--- config.mk ---
export PLATFORM = sky130hd
export DESIGN_NAME = rmq_div_pipe
export DESIGN_NICKNAME = d
export VERILOG_FILES = /design/src/rtl/core/rmq_div_pipe.sv
export SDC_FILE = /design/constraint.sdc
export NUM_CORES = 1
export LEC_CHECK = 0
export CORE_ASPECT_RATIO = 0.6
export CORE_MARGIN = 2
export CORE_UTILIZATION = 64
export DETAILED_ROUTE_END_ITERATION = 7
export DONT_BUFFER_PORTS = 1
export PLACE_DENSITY_LB_ADDON = 0.05
export REMOVE_ABC_BUFFERS = 1
export SLEW_MARGIN = 5
export SYNTH_ARGS = -nofsm -noshare
export SYNTH_HDL_FRONTEND = slang
export SYNTH_SLANG_ARGS = --single-unit
--- constraint.sdc ---
create_clock -name clk -period 5.31 [get_ports clk]
set_input_delay 0.7965 -clock clk [delete_from_list [all_inputs] [get_ports clk]]
set_output_delay 0.7965 -clock clk [all_outputs]
set_load 0.01 [all_outputs]
--- src/rtl/core/rmq_div_pipe.sv ---
// pipelined restoring divider over several lanes sharing one divisor,
// one quotient bit per stage; depends on nothing but the shared clock enable
module rmq_div_pipe #(
    parameter int LANES = 4,
    parameter int NUM_W = 16,
    parameter int DEN_W = 16,
    parameter int Q_W   = 8,
    parameter int SB_W  = 1
) (
    input  logic                        clk,
    input  logic                        rst_n,
    input  logic                        en,
    input  logic                        in_valid,
    input  logic [LANES-1:0][NUM_W-1:0] num,
    input  logic [DEN_W-1:0]            den,
    input  logic [SB_W-1:0]             sb_in,
    output logic                        out_valid,
    output logic [LANES-1:0][Q_W-1:0]   quo,
    output logic [SB_W-1:0]             sb_out
);

    localparam int CW = (NUM_W > DEN_W + Q_W) ? NUM_W : DEN_W + Q_W;

    logic [Q_W-1:0]              vld_reg;
    logic [LANES-1:0][NUM_W-1:0] rem_reg  [Q_W];
    logic [LANES-1:0][NUM_W-1:0] rem_next [Q_W];
    logic [LANES-1:0][Q_W-1:0]   quo_reg  [Q_W];
    logic [LANES-1:0][Q_W-1:0]   quo_next [Q_W];
    logic [DEN_W-1:0]            den_reg [Q_W];
    logic [SB_W-1:0]             sb_reg  [Q_W];

    // numerator is known to stay below den * 2^Q_W, so no quotient bit is lost
    always_comb
    begin
        logic [LANES-1:0][NUM_W-1:0] c_rem;
        logic [LANES-1:0][Q_W-1:0]   c_quo;
        logic [DEN_W-1:0]            c_den;
        logic [CW-1:0]               sub;
        int                          b;
        for (int k = 0; k < Q_W; k++)
        begin
            if (k == 0)
            begin
                c_rem = num;
                c_quo = '0;
                c_den = den;
            end
            else
            begin
                c_rem = rem_reg[k-1];
                c_quo = quo_reg[k-1];
                c_den = den_reg[k-1];
            end
            b           = Q_W - 1 - k;
            sub         = CW'(c_den) << b;
            rem_next[k] = c_rem;
            quo_next[k] = c_quo;
            for (int i = 0; i < LANES; i++)
            begin
                if (CW'(c_rem[i]) >= sub)
                begin
                    rem_next[k][i]    = c_rem[i] - NUM_W'(sub);
                    quo_next[k][i][b] = 1'b1;
                end
            end
        end
    end

    always_ff @(posedge clk or negedge rst_n)
    begin
        if (!rst_n)
            vld_reg <= '0;
        else if (en)
            vld_reg <= {vld_reg[Q_W-2:0], in_valid};
    end

    always_ff @(posedge clk)
    begin
        if (en)
        begin
            rem_reg    <= rem_next;
            quo_reg    <= quo_next;
            den_reg[0] <= den;
            sb_reg[0]  <= sb_in;
            for (int k = 1; k < Q_W; k++)
            begin
                den_reg[k] <= den_reg[k-1];
                sb_reg[k]  <= sb_reg[k-1];
            end
        end
    end

    assign out_valid = vld_reg[Q_W-1];
    assign quo       = quo_reg[Q_W-1];
    assign sb_out    = sb_reg[Q_W-1];

endmodule

==> run_results.csv <==
group,metric,value,unit
run_status,outcome,"finished with violations",
run_status,violations,"max-slew violations",
global_route,grt_pass1_vias,28212,
floorplanning,dieArea,0.06824,mm^2
cts,cts_tree,"yes",
logic_synthesis,ys.flop_type,"edfxtp_1",
critical_path,crit_type,"flop to flop",
cts,cts_setup_buffers,0,
flow_run,drv_cap,0,
logic_synthesis,post_synth_fa_ha_maj_area_fraction,13.16,%
timing,relSlewSlack,-30.41,%
logic_synthesis,yosys_warnings,0,
floorplanning,pin_count,119,
floorplanning,row_count,72,
critical_path,cp-start-kind,"flop",
final_layout,syn_to_final_growth,7.554,%
critical_path,cp-end-kind,"flop",
final_layout,largest_register_ffs,448,
cts,insertion_delay,0.64,ns
final_layout,drive_gt1_share,10.28,%
logic_synthesis,synth_area,0.04230,mm^2
final_layout,fill_cells,4447,
logic_synthesis,synth_seq_area_share,51.02,%
pwr,p_leak,18.13,nW
routing,via_per_inst,6.662,
routing,ant_nets,0,
timing,fmax,254.1,MHz
cts,root_buffer,"clkbuf_16",
final_layout,register_area,0.02158,mm^2
cts,post_cts_resized,0,
cts,clock-sinks,720,
floorplanning,die_width,335.9,um
cts,cts.path.max_buffers,3,
timing,post-route-period-util,74.10,%
routing,firstDrtPassIters,6,
final_layout,mostFrequentLayoutCell,"edfxtp_1",
routing,dr_total_vias,29580,
logic_synthesis,synth_top_family_by_area,"adder cells",
global_route,grt_antenna_before_repair,2,
timing,rsz0062_at_grt,"no",
place,placed_area,0.04319,mm^2
final_layout,multi_input_area,0.01965,mm^2
floorplanning,core_area,0.06486,mm^2
logic_synthesis,yosys.area_share.simple,8.832,%
cts,cts_made_buffers,71,
logic_synthesis,synth_compound_area_share,12.96,%
place,port-buffer-count,0,
final_layout,final_cell_mix,"edfxtp_1, ha_1, a21oi_1",
place,gp_congestion,0.9909,
timing,slew_violations,205,
critical_path,path_max_fanout,28,
critical_path,worstPathArrival,4.31,ns
final_layout,finalInstanceArea,0.04550,mm^2
logic_synthesis,ys_async_sr_fraction,1.111,%
logic_synthesis,synth_cell_type_count,82,
timing,worst_pin_slew,1.956,ns
logic_synthesis,avgSynthCellArea,12.09,um^2
pwr,powerDensity,334.4,mW/mm^2
timing,timing.final.crit_period,3.935,ns
logic_synthesis,netlist_instances,3499,
cts,path_clk_slew,0.06,ns
pwr,irDropWorstVdd,0.0003423,V
logic_synthesis,synthXorXnorAreaFrac,4.762,%
timing,hold_viol,0,
routing,drt_iter0_drc,4128,
timing,setup_viol,0,
logic_synthesis,synthMuxAreaShare,6.717,%
hold_path,hp-class,"primary input to flop",
timing,setup-tns-final,0,ns
routing,drc,0,
global_route,grt_max_degree,721,
cts,htree_levels,3,
critical_path,cp.required,5.68,ns
final_layout,postLayoutCoreUtil,70.14,%
routing,routed_wl,113500,um
global_route,grt_use_total,33.44,%
timing,finClkSkew,0.02821,ns
global_route,grt_overflow,0,
logic_synthesis,synth_edf_count,712,
floorplanning,start_util,65.22,%
floorplanning,dieHeight,203.1,um
cts,hold_buffers,1,
logic_synthesis,synth-seq-cells,720,
routing,wl_per_cell,25.56,um
place,hpwlAfterDp,87180,um
global_route,grt_pass1_wl,169800,um
final_layout,final_nets,4049,
-- kinds of logic (layout without fill, tap and decap cells) --
group,after synthesis,in the layout
buf+inv,266,355
flops,720,720
compound gates,857,857
xor+xnor,230,230
other cells,0,1
fa+ha+maj,428,428
mux,254,254
simple gates,744,744
-- worst max-delay path: stages (launching register included) --
cell and delay (ns):
edfxtp_1 0.43, inv_1 0.42, ha_1 0.42, a211oi_1 0.24, nor2_1 0.12, or4_1 0.42
o22ai_1 0.24, a221o_1 0.88, inv_1 0.17, mux2_2 0.32
-- synth_stat cells, types with 9 or more instances --
cell,n,area [um^2]
edfxtp_1,712,21380
ha_1,400,5005
a21oi_1,251,1256
o21ai_0,220,1101
inv_1,217,814.5
mux2_2,214,2410
nand2_1,198,743.2
nor2_1,189,709.4
xnor2_1,123,1077
xor2_1,107,937.2
a21o_1,100,750.7
nor2b_1,64,400.4
nor3_1,54,270.3
o21a_1,48,360.4
nand4_1,42,262.8
a211oi_1,35,262.8
nand2b_1,34,212.7
mux2i_1,33,330.3
o21bai_1,30,225.2
fa_1,28,560.5
nand3_1,27,135.1
clkbuf_1,25,93.84
nor4_1,24,150.1
o211ai_1,19,142.6
nor4b_1,17,148.9
and3_1,16,100.1
a31oi_1,15,93.84
nand4b_1,14,122.6
o31a_1,14,122.6
o31ai_1,14,105.1
or3_1,13,81.33
a211o_1,12,105.1
or4_1,11,82.58
a31o_2,10,87.58
o311ai_0,10,87.58
and2_1,9,56.30
buf_2,9,45.04
-- routing by layer --
layer	vias to the layer above	wire length (um)	track usage, %
li1	13380	-	-
met1	14579	53900	53.82
met2	1484	43610	43.23
met3	135	14430	11.40
met4	2	1533	6.358
met5	-	12	0
-- path summary, 6_finish.rpt --
path                               startpoint      endpoint  depth (start not counted)  slack, ns
worst max-delay path            den_reg[5][7]  rem_reg[110]                          9       1.38
worst min-delay path                  num[19]  rem_reg[467]                          0       0.25
worst max register to register  den_reg[5][7]  rem_reg[110]                          9       1.38
worst min register to register    quo_next[6]        quo[6]                          0       0.41
max in group asynchronous               rst_n    vld_reg[4]                          1       4.50
min in group asynchronous               rst_n    vld_reg[6]                          1       0.53
-- power breakdown --
part / total, W / internal [W] / switching (W)
sequential: 0.00707 / 0.00678 / 0.000287
clock: 0.00512 / 0.00292 / 0.00219
combinational: 0.00303 / 0.00128 / 0.00175
-- area by class of cell --
class                      count  area share, %
inverter                     221          1.823
timing repair buffer           9         0.1540
sequential                   720          47.43
clock inverter                33         0.7920
clock buffer                  92          4.260
antenna                        1       0.005500
tap                          851          2.340
multi-input combinational   2513          43.19
-- through the flow --
stage                     setup WS [ns]  instances  hold WS (ns)  total power (W)
after global routing              1.219       4439        0.2192          0.01581
after CTS                         1.520       4439        0.2192          0.01517
after detailed placement          1.567       4313        0.4045          0.01008
after global placement            1.697       4313        0.4003         0.009932
after floorplan                   1.837       3454        0.4003         0.009241
final                             1.375       4440        0.2514          0.01521
Note: power is estimated with default switching activity, not from simulation.
