### src/rtl/core/rmq_pkg.sv
// shared constants and types for the rotation matrix to quaternion core
// no dependencies; the other files that use it refer to it by scoped names
package rmq_pkg;

    localparam int FRAC_BITS_DEF = 14;
    localparam int ENTRY_W       = 16;
    localparam int Q32           = 32;
    localparam int LANES         = 4;
    localparam int PIVOT_W       = 2;
    localparam int TRACE_W       = 18;
    localparam int NUM_MAG_W     = 17;
    localparam int NORM_Q_W      = 34;
    localparam int OUT_MAX       = 32767;
    localparam int OUT_MIN_MAG   = 32768;

    localparam logic [PIVOT_W-1:0] PV_W = 2'd0;
    localparam logic [PIVOT_W-1:0] PV_X = 2'd1;
    localparam logic [PIVOT_W-1:0] PV_Y = 2'd2;
    localparam logic [PIVOT_W-1:0] PV_Z = 2'd3;

    typedef logic signed [ENTRY_W-1:0] entry_t;

endpackage

### src/rtl/core/rmq_mat_if.sv
// matrix channel: valid, ready and the nine Q2.14 entries
// depends on rmq_pkg
interface rmq_mat_if;

    logic            valid;
    logic            ready;
    rmq_pkg::entry_t m00;
    rmq_pkg::entry_t m01;
    rmq_pkg::entry_t m02;
    rmq_pkg::entry_t m10;
    rmq_pkg::entry_t m11;
    rmq_pkg::entry_t m12;
    rmq_pkg::entry_t m20;
    rmq_pkg::entry_t m21;
    rmq_pkg::entry_t m22;

    modport source (
        output valid, m00, m01, m02, m10, m11, m12, m20, m21, m22,
        input  ready
    );

    modport sink (
        input  valid, m00, m01, m02, m10, m11, m12, m20, m21, m22,
        output ready
    );

endinterface

### src/rtl/core/rmq_front.sv
// front end: traces, pivot choice, off-diagonal numerators, first root operand
// depends on rmq_pkg and rmq_mat_if
module rmq_front #(
    parameter int FRAC_BITS = rmq_pkg::FRAC_BITS_DEF,
    parameter int S_W       = 37,
    parameter int RAD_W     = 70
) (
    input  logic                                            clk,
    input  logic                                            rst_n,
    input  logic                                            en,
    rmq_mat_if.sink                                         mat,
    output logic                                            out_valid,
    output logic [RAD_W-1:0]                                rad,
    output logic [rmq_pkg::PIVOT_W-1:0]                     pivot,
    output logic [rmq_pkg::LANES-1:0]                       sign,
    output logic [rmq_pkg::LANES-1:0][rmq_pkg::NUM_MAG_W-1:0] mag
);

    localparam int SH = rmq_pkg::Q32 - FRAC_BITS;
    localparam int TW = rmq_pkg::TRACE_W;
    localparam int NW = rmq_pkg::NUM_MAG_W;
    localparam int L  = rmq_pkg::LANES;
    localparam logic signed [S_W:0] ONE_S = (S_W+1)'(1) << rmq_pkg::Q32;

    typedef logic signed [TW-1:0] trace_t;
    typedef logic signed [NW-1:0] num_t;

    logic   a_vld_reg;
    trace_t tr_reg [L];
    trace_t tr_next [L];
    num_t   d75_reg, s75_reg, d26_reg, s26_reg, d31_reg, s31_reg;

    logic                        b_vld_reg;
    logic [RAD_W-1:0]            rad_reg, rad_next;
    logic [rmq_pkg::PIVOT_W-1:0] piv_reg, piv_next;
    logic [L-1:0]                sign_reg, sign_next;
    logic [L-1:0][NW-1:0]        mag_reg, mag_next;

    num_t                n_lane [L];
    trace_t              tp;
    logic signed [S_W:0] s_full;
    logic [S_W-1:0]      s_pos;

    assign mat.ready = en;

    always_comb
    begin
        tr_next[0] =  TW'(mat.m00) + TW'(mat.m11) + TW'(mat.m22);
        tr_next[1] =  TW'(mat.m00) - TW'(mat.m11) - TW'(mat.m22);
        tr_next[2] = -TW'(mat.m00) + TW'(mat.m11) - TW'(mat.m22);
        tr_next[3] = -TW'(mat.m00) - TW'(mat.m11) + TW'(mat.m22);
    end

    always_ff @(posedge clk or negedge rst_n)
    begin
        if (!rst_n)
        begin
            a_vld_reg <= 1'b0;
            b_vld_reg <= 1'b0;
        end
        else if (en)
        begin
            a_vld_reg <= mat.valid;
            b_vld_reg <= a_vld_reg;
        end
    end

    always_ff @(posedge clk)
    begin
        if (en)
        begin
            tr_reg  <= tr_next;
            d75_reg <= NW'(mat.m21) - NW'(mat.m12);
            s75_reg <= NW'(mat.m21) + NW'(mat.m12);
            d26_reg <= NW'(mat.m02) - NW'(mat.m20);
            s26_reg <= NW'(mat.m02) + NW'(mat.m20);
            d31_reg <= NW'(mat.m10) - NW'(mat.m01);
            s31_reg <= NW'(mat.m10) + NW'(mat.m01);
            rad_reg  <= rad_next;
            piv_reg  <= piv_next;
            sign_reg <= sign_next;
            mag_reg  <= mag_next;
        end
    end

    // strict compares so that ties fall to the later component
    always_comb
    begin
        if (tr_reg[0] > tr_reg[1] && tr_reg[0] > tr_reg[2] && tr_reg[0] > tr_reg[3])
            piv_next = rmq_pkg::PV_W;
        else if (tr_reg[1] > tr_reg[2] && tr_reg[1] > tr_reg[3])
            piv_next = rmq_pkg::PV_X;
        else if (tr_reg[2] > tr_reg[3])
            piv_next = rmq_pkg::PV_Y;
        else
            piv_next = rmq_pkg::PV_Z;

        case (piv_next)
            rmq_pkg::PV_W:
            begin
                tp = tr_reg[0];
                n_lane[0] = '0;      n_lane[1] = d75_reg;
                n_lane[2] = d26_reg; n_lane[3] = d31_reg;
            end
            rmq_pkg::PV_X:
            begin
                tp = tr_reg[1];
                n_lane[0] = d75_reg; n_lane[1] = '0;
                n_lane[2] = s31_reg; n_lane[3] = s26_reg;
            end
            rmq_pkg::PV_Y:
            begin
                tp = tr_reg[2];
                n_lane[0] = d26_reg; n_lane[1] = s31_reg;
                n_lane[2] = '0;      n_lane[3] = s75_reg;
            end
            default:
            begin
                tp = tr_reg[3];
                n_lane[0] = d31_reg; n_lane[1] = s26_reg;
                n_lane[2] = s75_reg; n_lane[3] = '0;
            end
        endcase

        s_full   = ONE_S + ((S_W+1)'(tp) <<< SH);
        s_pos    = s_full[S_W] ? '0 : s_full[S_W-1:0];
        rad_next = RAD_W'({s_pos, {rmq_pkg::Q32{1'b0}}});

        for (int l = 0; l < L; l++)
        begin
            sign_next[l] = n_lane[l][NW-1];
            mag_next[l]  = n_lane[l][NW-1] ? NW'(-n_lane[l]) : NW'(n_lane[l]);
        end
    end

    assign out_valid = b_vld_reg;
    assign rad       = rad_reg;
    assign pivot     = piv_reg;
    assign sign      = sign_reg;
    assign mag       = mag_reg;

endmodule

### src/flat_wrapper.sv
// flat-port wrapper written by rule: the top's interface ports become plain ports
module rmq_front_flat 
#(
    parameter int FRAC_BITS = rmq_pkg::FRAC_BITS_DEF,
    parameter int S_W       = 37,
    parameter int RAD_W     = 70
)
  (clk, rst_n, en, out_valid, rad, pivot, sign, mag, mat_valid, mat_m00, mat_m01, mat_m02, mat_m10, mat_m11, mat_m12, mat_m20, mat_m21, mat_m22, mat_ready);
  rmq_mat_if mat_i ();
  input  logic clk;
  input  logic rst_n;
  input  logic en;
  output logic out_valid;
  output logic [RAD_W-1:0] rad;
  output logic [rmq_pkg::PIVOT_W-1:0] pivot;
  output logic [rmq_pkg::LANES-1:0] sign;
  output logic [rmq_pkg::LANES-1:0][rmq_pkg::NUM_MAG_W-1:0] mag;
  input wire logic [$bits(mat_i.valid)-1:0] mat_valid;
  input wire logic [$bits(mat_i.m00)-1:0] mat_m00;
  input wire logic [$bits(mat_i.m01)-1:0] mat_m01;
  input wire logic [$bits(mat_i.m02)-1:0] mat_m02;
  input wire logic [$bits(mat_i.m10)-1:0] mat_m10;
  input wire logic [$bits(mat_i.m11)-1:0] mat_m11;
  input wire logic [$bits(mat_i.m12)-1:0] mat_m12;
  input wire logic [$bits(mat_i.m20)-1:0] mat_m20;
  input wire logic [$bits(mat_i.m21)-1:0] mat_m21;
  input wire logic [$bits(mat_i.m22)-1:0] mat_m22;
  output wire logic [$bits(mat_i.ready)-1:0] mat_ready;
  assign mat_i.valid = mat_valid;
  assign mat_i.m00 = mat_m00;
  assign mat_i.m01 = mat_m01;
  assign mat_i.m02 = mat_m02;
  assign mat_i.m10 = mat_m10;
  assign mat_i.m11 = mat_m11;
  assign mat_i.m12 = mat_m12;
  assign mat_i.m20 = mat_m20;
  assign mat_i.m21 = mat_m21;
  assign mat_i.m22 = mat_m22;
  assign mat_ready = mat_i.ready;
  rmq_front #(.FRAC_BITS(FRAC_BITS), .S_W(S_W), .RAD_W(RAD_W)) u_core (.clk(clk), .rst_n(rst_n), .en(en), .mat(mat_i), .out_valid(out_valid), .rad(rad), .pivot(pivot), .sign(sign), .mag(mag));
endmodule
### config.mk
export PLATFORM = sky130hd
export DESIGN_NAME = rmq_front_flat
export DESIGN_NICKNAME = d
export VERILOG_FILES = /design/src/rtl/core/rmq_pkg.sv /design/src/rtl/core/rmq_mat_if.sv /design/src/rtl/core/rmq_front.sv /design/src/flat_wrapper.sv
export SDC_FILE = /design/constraint.sdc
export NUM_CORES = 1
export LEC_CHECK = 0
export ABC_CLOCK_PERIOD_IN_PS = 4900
export BUFFER_PORTS_ARGS = -buffer_cell sky130_fd_sc_hd__buf_4
export CAP_MARGIN = 20
export CORE_ASPECT_RATIO = 0.6
export CORE_MARGIN = 2
export CORE_UTILIZATION = 54
export CTS_CLUSTER_DIAMETER = 100
export DETAILED_ROUTE_END_ITERATION = 6
export GPL_TIMING_DRIVEN = 0
export HOLD_SLACK_MARGIN = 0.15
export PLACE_DENSITY = 0.78
export SYNTH_ARGS = -nofsm -noshare
export SYNTH_HDL_FRONTEND = slang
export SYNTH_SLANG_ARGS = --single-unit
### constraint.sdc
create_clock -name clk -period 4.9 [get_ports clk]
set_clock_uncertainty 0.05 [all_clocks]
set_input_delay 0.735 -clock clk [delete_from_list [all_inputs] [get_ports clk]]
set_output_delay 0.735 -clock clk [all_outputs]
set_load 0.02 [all_outputs]
==> tab_implementation.tex, run 1 <==
\begin{tabular}{lr}
\hline
Metric & Value \\
\hline
\multicolumn{2}{l}{\textbf{Run status}} \\
Outcome & complete, but fails checks \\
Violations in the final reports & negative setup slack \\
\multicolumn{2}{l}{\textbf{Synthesis}} \\
Post-synth cell types & 87 \\
Top-area cell type share of the netlist area & 33.30\% \\
Share of the yosys chip area belonging to registers & 33.51\% \\
List of most frequent post-synthesis cells & 281 x sky130\_fd\_sc\_hd\_\_ha\_1, 280 x sky130\_fd\_sc\_hd\_\_inv\_1, 262 x sky130\_fd\_sc\_hd\_\_edfxtp\_1 \\
Most used flip-flop cell after synthesis & sky130\_fd\_sc\_hd\_\_edfxtp\_1 \\
Post-Syn Area & 23630 um\^{}2 \\
Count of warnings emitted by yosys & 0 \\
Biggest area consumer among synthesized cells & sky130\_fd\_sc\_hd\_\_edfxtp\_1 \\
Top cells by area, synth & sky130\_fd\_sc\_hd\_\_edfxtp\_1 33\%, sky130\_fd\_sc\_hd\_\_ha\_1 15\%, sky130\_fd\_sc\_hd\_\_fa\_1 6.2\% \\
Count of flip-flops with a built-in enable after synthesis & 262 \\
Number of instances in the synthesized netlist & 2525 \\
Fraction of registers with async set/reset & less than 1\% \\
Yosys reg bits & roughly 260 \\
Most common cell in the netlist & sky130\_fd\_sc\_hd\_\_ha\_1 \\
Mean instance size in the synthesized netlist & 9.357 um\^{}2 \\
\multicolumn{2}{l}{\textbf{Global routing}} \\
Vias in the first global route & between 20000 and 25000 \\
Largest net degree at the start of global routing & between 100 and 150 \\
Initial antenna violation count & 2 \\
Global-route wire length before repair & 132400 um \\
Grt total ovfl & 0 \\
Overall fraction of global-route tracks in use & 39.48\% \\
\multicolumn{2}{l}{\textbf{Timing}} \\
Number of hold violations in the final report & 0 \\
Worst slew margin & 29.67\% \\
RSZ-0062 raised after global routing & yes \\
Post-route clock period utilization & 100.5\% \\
Min Hold Slack & 0.3521 ns \\
Minimum clock period & between 4 and 5 ns \\
Highest Clock Rate & 203.0 MHz \\
Sum of negative setup slack & -0.02578 ns \\
Count of final max-slew check failures & 0 \\
Endpoints failing setup & 1 \\
Transition at the pin with the smallest max-transition slack & 1.050 ns \\
Smallest setup slack after layout & -0.02578 ns \\
\multicolumn{2}{l}{\textbf{Pwr}} \\
Power per unit of standard cell area & 761.1 nW/um\^{}2 \\
Maximum resistive drop on vdd & 556.5 uV \\
Leakage & 12.63 nW \\
Overall power consumption & 21.80 mW \\
\multicolumn{2}{l}{\textbf{CTS}} \\
Insertion delay to the later sink of the worst-skew pair & about 0.58 ns \\
CTS sink cnt & 264 \\
CTS tree & yes \\
CTS H-Tree Depth & 1 \\
Cell at the root of the clock tree & sky130\_fd\_sc\_hd\_\_clkbuf\_16 \\
Cts bufs inserted & 26 \\
Clock edge transition at the registers on the reported setup and hold paths & $\sim$0.07 ns \\
CTS max path bufs & 3 \\
\multicolumn{2}{l}{\textbf{Floorplanning}} \\
Starting density of the core & a little over half \\
Floorplan die width & 274.0 um \\
Area enclosed by the die boundary & 45500 um\^{}2 \\
Core Box Area & around 43000 um\^{}2 \\
Floorplan die height & around 170 um \\
Number of rows created at floorplan & 59 \\
IO Pins & 294 \\
\multicolumn{2}{l}{\textbf{Setup path}} \\
Critical Path, Cell by Cell & ha\_4 > nand4\_1 > a211oi\_2 > a2111o\_1 > a2111oi\_4 > mux2\_4 > or2\_4 > buf\_8 > buf\_12 > and3\_4 > a21oi\_2 > nor2\_1 > a21oi\_2 > ha\_4 > nand2\_2 > o21a\_4 > or3\_4 > o21ai\_2 > xnor2\_1 \\
Setup crit end kind & register \\
Arrival time reported for the critical path endpoint & 5.18 ns \\
Slowest cell on crit path & sky130\_fd\_sc\_hd\_\_edfxtp\_1 \\
Delay of the slowest critical-path stage & 0.55 ns \\
Startpoint type of the worst setup path & register \\
Critical path's top delay family & compound AO/OA/AOI/OAI gates \\
CP required & 5.16 ns \\
Number of buffers and inverters on the critical path & 2 \\
Worst setup path category & register to register \\
Peak fanout along the critical path & 7 \\
\multicolumn{2}{l}{\textbf{Routing}} \\
Met3 Wirelength & 16360 um \\
Routed vias/inst & 6.308 \\
Highest routed layer & met5 \\
Number of optimization iterations in the first detailed-route pass & 7 \\
Sum of routed wire segments on met1 & between 40000 and 50000 um \\
Via count & 22150 \\
DR DRC count & 0 \\
Wirelength, routed & just over 90000 um \\
Mean routed wirelength per cell & between 20 and 30 um \\
DRT iter0 DRCs & 3813 \\
Number of nets still failing antenna checks after routing & 0 \\
Amount of wire on met2 after detailed routing & between 30000 and 40000 um \\
\multicolumn{2}{l}{\textbf{Finish}} \\
Number of flip-flops in the largest register & 70 \\
Area Overhead vs Synth & 21.25\% \\
Fraction of layout instances using a drive strength above 1 & between 10\% and 20\% \\
Antenna cell count & 0 \\
Number of standard cells in the layout, taps in and fillers out & 3511 \\
\# nets final & 3415 \\
Post-route core utilization & 66.22\% \\
\multicolumn{2}{l}{\textbf{Run}} \\
Max-capacitance violation count & 0 \\
\multicolumn{2}{l}{\textbf{Min path}} \\
Path category of the worst min-delay check & input pin to register \\
\multicolumn{2}{l}{\textbf{Placed design}} \\
Port-buffer cells & $\sim$240 \\
Cell count after placement & 3400 \\
Final HPWL DP & 73890 um \\
Global placement routability congestion & around 1.0 \\
\hline
\end{tabular}
cells by family (layout without fill, tap and decap cells):
kind of cell | count (synthesis) | count (layout) | synth area share, %
fa+ha+maj | 354 | 354 | 21.07
buf+inv | 410 | 766 | 7.599
simple gates | 671 | 671 | 13.51
flops | 264 | 264 | 33.51
xor+xnor | 179 | 179 | 6.636
compound gates | 630 | 630 | 16.93
mux | 16 | 16 | 0.7308
other cells | 1 | 52 | 0.01587
metal layers:
metal / up-vias / track usage (%)
met5: - / 1.579
met4: 2 / 5.246
met3: 145 / 16.27
met2: 1710 / 49.33
met1: 10630 / 63.10
li1: 9661 / -
power breakdown:
group          internal (mW)  leakage (nW)  switching, mW
Combinational           5.37          9.59           9.74
Sequential              3.85          2.61          0.645
Clock                   1.24         0.422          0.953
Total                   10.5          12.6           11.3
through the flow:
stage	setup slack, ns	area (um^2)
floorplan	0.1582	23820
global placement	-1.868	26360
detailed placement	-1.950	26400
CTS	0.001494	28090
global route	-0.1281	28650
finish	-0.02578	28650
cell usage in the layout (no fill, tap or decap), drive strengths merged, types with 73 or more instances in the layout:
master and n:
a21oi 234, nand2 173, fa 73, inv 282, ha 281, edfxtp 262, o21ai 119, buf 408
xnor2 140, nor2 199
what timing repair did:
item | CTS | global route
pin swaps | 22 | 28
gates cloned | 0 | 1
endpoints found under the hold margin | 2 | 0
hold buffers | 1 | 0
buffers inserted | 41 | 30
resized for setup | 135 | 95
setup endpoints to repair | 95 | 62
layout make-up:
class                           count  area [um^2]
Sequential cell                   264         7918
Clock inverter                     19        250.2
Timing Repair Buffer              319         2449
Tap cell                          579        724.4
Inverter                          282         1059
Fill cell                        3319        14610
Buffer                            118        923.4
Clock buffer                       28        658.1
Multi-Input combinational cell   1902        14670
path summary, 6_finish.rpt:
check / startpoint / to / slack (ns) / cells past startpoint
worst max-delay path: u_core.tr_reg[40] / u_core.mag[65] / -0.03 / 19
worst min-delay path: mat_valid / u_core.a_vld_reg / 0.35 / 2
worst max register to register: u_core.tr_reg[40] / u_core.mag[65] / -0.03 / 19
worst min register to register: u_core.a_vld_reg / u_core.a_vld_reg / 0.47 / 1
max in group asynchronous: rst_n / u_core.a_vld_reg / 4.29 / 2
min in group asynchronous: rst_n / u_core.out_valid / 0.43 / 2
Note: power is estimated with default switching activity, not from simulation.
==> run 2, diff against run 1 <==
--- a/config.mk
+++ b/config.mk
@@ -5,17 +5,17 @@
 export SDC_FILE = /design/constraint.sdc
 export NUM_CORES = 1
 export LEC_CHECK = 0
-export ABC_CLOCK_PERIOD_IN_PS = 4900
+export ABC_CLOCK_PERIOD_IN_PS = 5300
 export BUFFER_PORTS_ARGS = -buffer_cell sky130_fd_sc_hd__buf_4
 export CAP_MARGIN = 20
-export CORE_ASPECT_RATIO = 0.6
+export CORE_ASPECT_RATIO = 2
 export CORE_MARGIN = 2
-export CORE_UTILIZATION = 54
+export CORE_UTILIZATION = 60
 export CTS_CLUSTER_DIAMETER = 100
 export DETAILED_ROUTE_END_ITERATION = 6
 export GPL_TIMING_DRIVEN = 0
 export HOLD_SLACK_MARGIN = 0.15
-export PLACE_DENSITY = 0.78
+export PLACE_DENSITY = 0.82
 export SYNTH_ARGS = -nofsm -noshare
 export SYNTH_HDL_FRONTEND = slang
 export SYNTH_SLANG_ARGS = --single-unit
==> constraint.sdc (replaced) <==
create_clock -name clk -period 5.3 [get_ports clk]
set_clock_uncertainty 0.05 [all_clocks]
set_input_delay 0.795 -clock clk [delete_from_list [all_inputs] [get_ports clk]]
set_output_delay 0.795 -clock clk [all_outputs]
set_load 0.02 [all_outputs]
==> run 2 against run 1 <==
Sequential share of layout area rose by 0.90 points. Power down 13%. Worst setup slack got worse by 0.092 ns. Combinational power fell by 15%. Highest routed layer unchanged. The run ends with design-rule violations, negative setup slack left. Largest cell class unchanged. Core utilization up 5.3 points. Worst hold slack better by 0.049 ns. Via count is essentially flat.
==> tab_implementation.tex, run 2 (same netlist as run 1, synthesis figures left out) <==
\begin{tabular}{lr}
\hline
Metric & Value \\
\hline
\multicolumn{2}{l}{\textbf{Run status}} \\
Violations in the final reports & design-rule violations, negative setup slack \\
Outcome & complete, but fails checks \\
\multicolumn{2}{l}{\textbf{CTS}} \\
CTS H-Tree Depth & 1 (unchanged) \\
Insertion delay to the later sink of the worst-skew pair & 0.58 ns (about the same) \\
CTS max path bufs & 3 (unchanged) \\
CTS sink cnt & 264 (unchanged) \\
Clock edge transition at the registers on the reported setup and hold paths & 0.07 ns (about the same) \\
CTS tree & yes \\
Cts bufs inserted & 24 (-7.7\%) \\
Cell at the root of the clock tree & sky130\_fd\_sc\_hd\_\_clkbuf\_16 \\
\multicolumn{2}{l}{\textbf{Global routing}} \\
Largest net degree at the start of global routing & 139 (+3.0\%) \\
Grt total ovfl & 0 (unchanged) \\
Overall fraction of global-route tracks in use & 46.77\% (+7.3 points) \\
Initial antenna violation count & 6 (+4) \\
Global-route wire length before repair & 138500 um (+4.6\%) \\
Vias in the first global route & 22740 (+10\%) \\
\multicolumn{2}{l}{\textbf{Routing}} \\
Number of optimization iterations in the first detailed-route pass & 7 (unchanged) \\
Mean routed wirelength per cell & 28.00 um (+6.7\%) \\
DRT iter0 DRCs & 1995 (-48\%) \\
DR DRC count & 4 (+4) \\
Via count & 22130 (-0.081\%) \\
Wirelength, routed & 95660 um (+3.8\%) \\
Number of nets still failing antenna checks after routing & 0 (unchanged) \\
Routed vias/inst & 6.478 (+2.7\%) \\
\multicolumn{2}{l}{\textbf{Run}} \\
Max-capacitance violation count & 0 (unchanged) \\
\multicolumn{2}{l}{\textbf{Floorplanning}} \\
Number of rows created at floorplan & 102 (+73\%) \\
Floorplan die width & 144.3 um (-47\%) \\
Floorplan die height & 284.6 um (+71\%) \\
IO Pins & 294 (unchanged) \\
Core Box Area & 38800 um\^{}2 (-10\%) \\
Area enclosed by the die boundary & 41080 um\^{}2 (-9.7\%) \\
Starting density of the core & 60.90\% (+6.3 points) \\
\multicolumn{2}{l}{\textbf{Pwr}} \\
Leakage & 12.30 nW (-2.6\%) \\
Part of the power in registers & 22.2\% (+1.6 points) \\
Clock power share & 9.8\% (-0.3 points) \\
Power per unit of standard cell area & 679.9 nW/um\^{}2 (-11\%) \\
Internal power of the cells & 8.953 mW (-14\%) \\
P\_sw & 9.910 mW (-13\%) \\
Maximum resistive drop on vdd & 400.1 uV (-28\%) \\
Sw Ratio & 52.54\% (+0.52 points) \\
Share of power burned in combinational logic & 68.0\% (-1.3 points) \\
\multicolumn{2}{l}{\textbf{Timing}} \\
Sum of negative setup slack & -0.1762 ns (-0.1504 ns) \\
RSZ-0062 raised after global routing & yes \\
Post-route clock period utilization & 102.2\% (+1.7 points) \\
Endpoints failing setup & 4 (+3) \\
Highest Clock Rate & 184.6 MHz (-9.1\%) \\
Min Hold Slack & 0.4008 ns (+0.04872 ns) \\
Smallest setup slack after layout & -0.1182 ns (-0.09240 ns) \\
Number of hold violations in the final report & 0 (unchanged) \\
Transition at the pin with the smallest max-transition slack & 1.232 ns (+0.1815 ns) \\
Count of final max-slew check failures & 0 (unchanged) \\
Worst slew margin & 17.03\% (-13 points) \\
Minimum clock period & 5.418 ns (+0.4924 ns) \\
\multicolumn{2}{l}{\textbf{Finish}} \\
\# nets final & 3379 (-1.1\%) \\
Number of flip-flops in the largest register & 70 (unchanged) \\
Area Overhead vs Synth & 17.43\% \\
Fraction of layout instances using a drive strength above 1 & 16.77\% (-2.5 points) \\
Most common cell after layout, fill and taps aside & sky130\_fd\_sc\_hd\_\_buf\_4 \\
Commonest cells after routing, fill and taps aside & 340 x sky130\_fd\_sc\_hd\_\_buf\_4, 276 x sky130\_fd\_sc\_hd\_\_ha\_1, 272 x sky130\_fd\_sc\_hd\_\_inv\_1 \\
\multicolumn{2}{l}{\textbf{Setup path}} \\
FF-to-FF path depth & 20 (+1) \\
Worst setup path category & register to register \\
CP required & 5.53 ns (+0.37 ns) \\
Setup crit end kind & register \\
RR Startpoint & u\_core.tr\_reg[5] \\
Arrival time reported for the critical path endpoint & 5.65 ns (+0.47 ns) \\
Peak fanout along the critical path & 19 (+12) \\
Startpoint type of the worst setup path & register \\
Endpoint of the worst register-to-register path & u\_core.mag[65] \\
Reg2Reg Setup Slack & -0.12 ns (-0.09 ns) \\
\multicolumn{2}{l}{\textbf{Min path}} \\
Start point of the worst min-delay path & mat\_valid \\
Cells on Worst Hold Path & 2 (unchanged) \\
Worst Hold Path EP & u\_core.a\_vld\_reg \\
Path category of the worst min-delay check & input pin to register \\
\multicolumn{2}{l}{\textbf{Placed design}} \\
Port-buffer cells & 242 (unchanged) \\
Final HPWL DP & 73460 um (-0.58\%) \\
Global placement routability congestion & 1.072 (+3.8\%) \\
\hline
\end{tabular}
-- run 2: cell types whose count changed in the layout (fill, tap and decap cells not counted), sizes merged --
cell / before / now
buf: 408 / 368
bufinv: 5 / 3
clkbuf: 56 / 59
clkinvlp: 6 / 3
diode: 0 / 4
inv: 282 / 284
-- run 2: worst max-delay path by stage --
stage | startpoint | endpoint | cells past startpoint
4_1_cts | u_core.tr_reg[3] | u_core.mag[48] | 20
3_5_place_dp | u_core.tr_reg[71] | u_core.mag[67] | 16
5_1_grt | u_core.tr_reg[5] | u_core.mag[65] | 20
2_1_floorplan | u_core.tr_reg[41] | u_core.mag[65] | 20
3_3_place_gp | u_core.tr_reg[71] | u_core.mag[67] | 16
6_report | u_core.tr_reg[5] | u_core.mag[65] | 20
-- run 2: cell type report --
class                   count  area (um^2)
clock buffers              25        604.3
fillers                  2876        11050
flip-flops and latches    264         7918
multi-input cells        1902        14330
clock inverters            16        190.2
plain buffers             123        827.0
well taps                 520        650.6
diodes                      4        10.01
repair buffers            280         2156
inverters                 282         1059
-- run 2: metrics by stage --
stage | cell area, um^2 | total power [mW] | worst slack (ns) | std cells | util, %
floorplan | 23820 | 11.05 | 0.5582 | 2576 | -
global placement | 26290 | 15.39 | -1.093 | 3338 | 67.75
detailed placement | 26360 | 15.60 | -1.188 | 3341 | 67.93
CTS | 27410 | 17.70 | 0.02444 | 3393 | 70.65
global route | 27730 | 19.48 | -0.2684 | 3412 | 71.48
finish | 27740 | 18.86 | -0.1182 | 3416 | 71.51
-- run 2: worst max-delay path, cell delays in order, from the launching register on --
cell and delay (ns):
sky130_fd_sc_hd__edfxtp_1 0.43, sky130_fd_sc_hd__inv_2 0.11, sky130_fd_sc_hd__ha_1 0.26, sky130_fd_sc_hd__nand4_1 0.27, sky130_fd_sc_hd__a211oi_1 0.11, sky130_fd_sc_hd__a2111o_1 0.44, sky130_fd_sc_hd__a2111oi_4 0.45, sky130_fd_sc_hd__mux2_4 0.38
sky130_fd_sc_hd__or2_2 0.30, sky130_fd_sc_hd__buf_6 0.16, sky130_fd_sc_hd__clkbuf_4 0.23, sky130_fd_sc_hd__buf_8 0.21, sky130_fd_sc_hd__and3_1 0.18, sky130_fd_sc_hd__a21oi_1 0.13, sky130_fd_sc_hd__a21o_1 0.20, sky130_fd_sc_hd__ha_4 0.18
sky130_fd_sc_hd__nand2_1 0.07, sky130_fd_sc_hd__o21a_4 0.25, sky130_fd_sc_hd__or3_4 0.42, sky130_fd_sc_hd__o21ai_2 0.18, sky130_fd_sc_hd__xnor2_1 0.09
-- run 2: layer usage --
| metal | wire, um | track usage (%) |
|---|---|---|
| met1 | 27150 | 40.94 |
| met5 | 28 | 0 |
| met2 | 47460 | 79.93 |
| met3 | 7866 | 13.07 |
| met4 | 13160 | 49.27 |
-- run 2: timing repair --
item                                    CTS  global route
hold endpoints to repair                  2             0
hold buffers                              1             0
endpoints found under the setup margin   63            50
gates resized for setup                  54            62
pin swaps                                 5            17
buffers inserted                         14            17
-- run 2: power groups by stage --
stage          Clock [mW]  Combinational [mW]  Sequential, mW
2_1_floorplan           0                6.73            4.32
3_3_place_gp            0                11.2            4.18
3_5_place_dp            0                11.4            4.18
4_1_cts              1.83                11.7            4.13
5_1_grt              1.91                13.4            4.20
6_report             1.85                12.8            4.20
